[src/ffba_pkg.sv]
// ----------------------------------------------------------------------------
// ffba_pkg: shared types and codes of the first-fit block allocator
// Command and result transaction layouts, status and kind codes.
// ----------------------------------------------------------------------------
`timescale 1ns / 1ps
`default_nettype none

package ffba_pkg;

    localparam int SIZE_W = 12;
    localparam int KEY_W  = 32;

    // Command kinds
    localparam logic KIND_ALLOC = 1'b0;
    localparam logic KIND_FREE  = 1'b1;

    // Result status codes
    localparam logic [1:0] STATUS_OK       = 2'd0;
    localparam logic [1:0] STATUS_NO_SPACE = 2'd1;
    localparam logic [1:0] STATUS_IGNORED  = 2'd2;

    typedef struct packed {
        logic              kind;
        logic [SIZE_W-1:0] alloc_size;
        logic [KEY_W-1:0]  ptr_key;
        logic [SIZE_W-1:0] block_offset;
    } in_item_t;

    typedef struct packed {
        logic [SIZE_W-1:0] result_offset;
        logic [1:0]        status;
    } out_item_t;

    // Header evaluation flags from the shared unit
    typedef struct packed {
        logic fit;     // free block usable for the request
        logic exact;   // size equals the request, no split
    } alu_flags_t;

endpackage

`default_nettype wire

[src/ffba_alu.sv]
// ----------------------------------------------------------------------------
// ffba_alu: shared header arithmetic unit
// Computes base + header + addend, the fit test and the split remainder.
// ----------------------------------------------------------------------------
`timescale 1ns / 1ps
`default_nettype none

module ffba_alu #(
    parameter int HEADER_SIZE = 16,
    parameter int CW          = 14
) (
    input  wire logic [CW-1:0]               base,
    input  wire logic [ffba_pkg::SIZE_W-1:0] addend,
    input  wire logic [ffba_pkg::SIZE_W-1:0] blk_size,
    input  wire logic                        blk_used,
    input  wire logic [ffba_pkg::SIZE_W-1:0] req,
    output logic      [CW-1:0]               sum,
    output logic      [ffba_pkg::SIZE_W-1:0] remainder,
    output ffba_pkg::alu_flags_t             flags
);

    import ffba_pkg::*;

    localparam logic [CW-1:0] HS_C = CW'(HEADER_SIZE);

    logic [CW-1:0] req_hs;
    logic [CW-1:0] rem_wide;

    // Next position / frontier
    assign sum = base + HS_C + CW'(addend);

    // Fit test: block not in use, and exact size or room for the request plus a new header
    assign req_hs      = CW'(req) + HS_C;
    assign flags.exact = (blk_size == req);
    assign flags.fit   = !blk_used && (flags.exact || (CW'(blk_size) >= req_hs));

    // Size of the free block left after a split
    assign rem_wide  = CW'(blk_size) - req_hs;
    assign remainder = rem_wide[SIZE_W-1:0];

endmodule

`default_nettype wire

[config.mk]
export PLATFORM = sky130hd
export DESIGN_NAME = ffba_alu
export DESIGN_NICKNAME = d
export VERILOG_FILES = /design/src/ffba_pkg.sv /design/src/ffba_alu.sv
export SDC_FILE = /design/constraint.sdc
export NUM_CORES = 1
export LEC_CHECK = 0
export BUFFER_PORTS_ARGS = -buffer_cell sky130_fd_sc_hd__buf_2
export CAP_MARGIN = 20
export CELL_PAD_IN_SITES_DETAIL_PLACEMENT = 2
export CELL_PAD_IN_SITES_GLOBAL_PLACEMENT = 2
export CORE_UTILIZATION = 27
export DETAILED_ROUTE_END_ITERATION = 8
export GPL_ROUTABILITY_DRIVEN = 0
export PLACE_DENSITY = 0.88
export SLEW_MARGIN = 20
export SYNTH_ARGS = -nofsm -noshare
export SYNTH_HDL_FRONTEND = slang
export SYNTH_SLANG_ARGS = --single-unit
[constraint.sdc]
create_clock -name vclk -period 8.3
set_clock_uncertainty 0.05 [all_clocks]
set_input_delay 1.66 -clock vclk [all_inputs]
set_output_delay 1.66 -clock vclk [all_outputs]
set_load 0.03 [all_outputs]
==> impl_metrics.yaml <==
route:
  route.met2.wl_um: 2800
  drt-pass1-iter-count: 4
  route.detailed.drc: 0
  routed_wl_um: 4990
  dr.max_layer_used: "met4"
  viasPerCell: 5.05
  wl_per_cell_um: 14.2
  drt-met1-wl_um: 2030
  initialDrtViolationCount: 16
  final_antenna_net_count: 0
  vias: 1777
  wl_met3_um: 133
floorplan:
  core_area_um2: 5540
  num_rows: 27
  die_x_um: 77.9
  start_util_pct: 28.1
  dieArea_um2: 6070
  pin_count: 79
  die_y_um: 77.9
power:
  vdd_drop_max_mv: 0.0470
  power.share.switching_pct: 63.7
  seqPwrFrac_pct: 0
  p_switching_mw: 0.158
  share_comb_of_total_power_pct: 100.0
  p_leak_nw: 1.08
  clkPwrFrac_pct: 0
  p_per_area_nw_per_um2: 122
  intPower_mw: 0.0896
sta:
  max_freq_ghz: 0.178
  whs_ns: 3.54
  hold_violations: 0
  post-route-period-util_pct: 67.7
  rsz0062_at_grt: "false"
  fin_crit_ns: 5.62
  fin_tns_setup_ns: 0
  relSlewSlack_pct: 70.3
  slew_viol_final: 0
  setup_viol: 0
  tightest_slew_ns: 0.444
critical_path:
  cp_data_arrival_time_ns: 3.91
  cpPeakStageDelay_ns: 0.41
  slowest_stage: "o41ai_1"
  path_cells: "buf_2 > ha_1 > xnor2_1 > ha_1 > a21oi_1 > nor3b_1 > a211oi_1 > o41ai_1 > a21oi_1 > buf_2"
  cp_max_fo: 5
  end_kind: "output pin"
  startpoint_type: "input pin"
  path_class: "in -> out"
  crit_start: "req[4]"
  required_ns: 6.59
  path_delay_family: "compound AO/OA/AOI/OAI gates"
  critPathBufInv: 2
grt:
  grt_util_all_layers_pct: 16.2
  grt-ovfl-total: 0
  antenna_found_initial: 0
  grt_first_pass_wirelength_um: 8320
  grt_max_degree: 9
  grt_pass1_vias: 1901
finish:
  syn2layout_area_growth_pct: 30.7
  n_clock_buffer: 0
  final-seq-area_um2: 0
  nNetsFinal: 372
  antenna_cells: 0
  seq_cell_count: 0
  drive_gt1_share_pct: 31.4
logic_synthesis:
  yosys-top-cells-count: "37 x ha_1, 25 x inv_1, 17 x xnor2_1"
  syn_nets: 293
  yosysWarnings: 0
  avgSynthCellArea_um2: 7.66
  syn_area_um2: 1560
  yosysTopAreaCell: "ha_1"
  ys_types: 43
  synthCells: 203
  synth_area_leaders: "ha_1 30%, xnor2_1 9.6%, xor2_1 7.3%, inv_1 6.0%, a21oi_1 4.8%"
  yosys.area.top_type_share_pct: 29.8
  post-synth-top-count-cell: "ha_1"
  ys_seq_area_share_pct: 0
worst_hold_path:
  hold_start: "blk_used"
  min_path_type: "in -> out"
place:
  port-buffer-count: 79
  hpwl_um: 4580
cts:
  postCtsSetupRepairBufs: 0
  post_cts_resized: 0
  postCtsHoldBufs: 0
run_status:
  status: "finished, final reports clean"
flow_run:
  cap_viol_max_count: 0
-- worst paths after layout --
kind	end	slack, ns	depth (start not counted)
worst min-delay path	flags[1]	3.54	3
worst max-delay path	flags[1]	2.68	10
-- power by group through the flow --
| stage | registers, mW | logic (mW) | clock network [mW] |
|---|---|---|---|
| final | 0 | 0.247 | 0 |
| after global placement | 0 | 0.241 | 0 |
| after floorplan | 0 | 0.178 | 0 |
| after CTS | 0 | 0.251 | 0 |
| after global routing | 0 | 0.268 | 0 |
| after detailed placement | 0 | 0.250 | 0 |
-- tightest hold or removal path, delay by kind of cell --
family | cells | cell delay (ns)
compound gates | 1 | 0.03
buf+inv | 2 | 0.24
-- cell usage in the layout, fill, tap and decap left out, drive strengths merged, types with 2 or more instances in the layout --
cell type  Yosys  layout
a211oi         4       4
a21o           8       8
a21oi         16      16
a31oi          2       2
buf            1      79
fa             2       2
ha            37      37
inv           25      25
nand2          6       6
nand2b         3       3
nand3         12      12
nand4          4       4
nor2          13      13
nor2b          4       4
nor3           4       4
nor4           4       4
o211ai         2       2
o21ai          7       7
o21bai         3       3
o311ai         3       3
o41ai          2       2
xnor2         17      17
xor2          13      13
-- cell type report --
cell class	instances	area, um2
fill	688	3510
multi-input combinational	176	1450
timing repair buffer	79	395
inverter	25	93.8
tap	72	90.1
-- cell families (layout without fill, tap and decap cells) --
family | after synthesis | after routing | synth area share [%]
and+or+nand+nor | 54 | 54 | 18.5
adders and majority gates | 39 | 39 | 32.3
AOI/OAI and AO/OA | 52 | 52 | 25.0
buffers and inverters | 27 | 104 | 6.60
xor gates and xnor gates | 30 | 30 | 16.9
muxes | 1 | 1 | 0.644
-- layer usage --
| layer | global-route usage (%) | vias up |
|---|---|---|
| met5 | 0 | - |
| met3 | 0.471 | 2 |
| met2 | 34.6 | 36 |
| li1 | - | 893 |
| met4 | 0.556 | 0 |
| met1 | 18.1 | 846 |
-- stage by stage --
step	area, um2	utilization [%]	cells	total power, mW	worst slack [ns]
after floorplan	1560	-	203	0.178	2.69
after global placement	2030	36.7	352	0.241	2.82
after detailed placement	2030	36.7	352	0.250	2.66
after CTS	2030	36.7	352	0.251	2.66
after global routing	2030	36.7	352	0.268	2.49
final	2030	36.7	352	0.247	2.68
No activity file was read; power rests on OpenSTA's default activity.
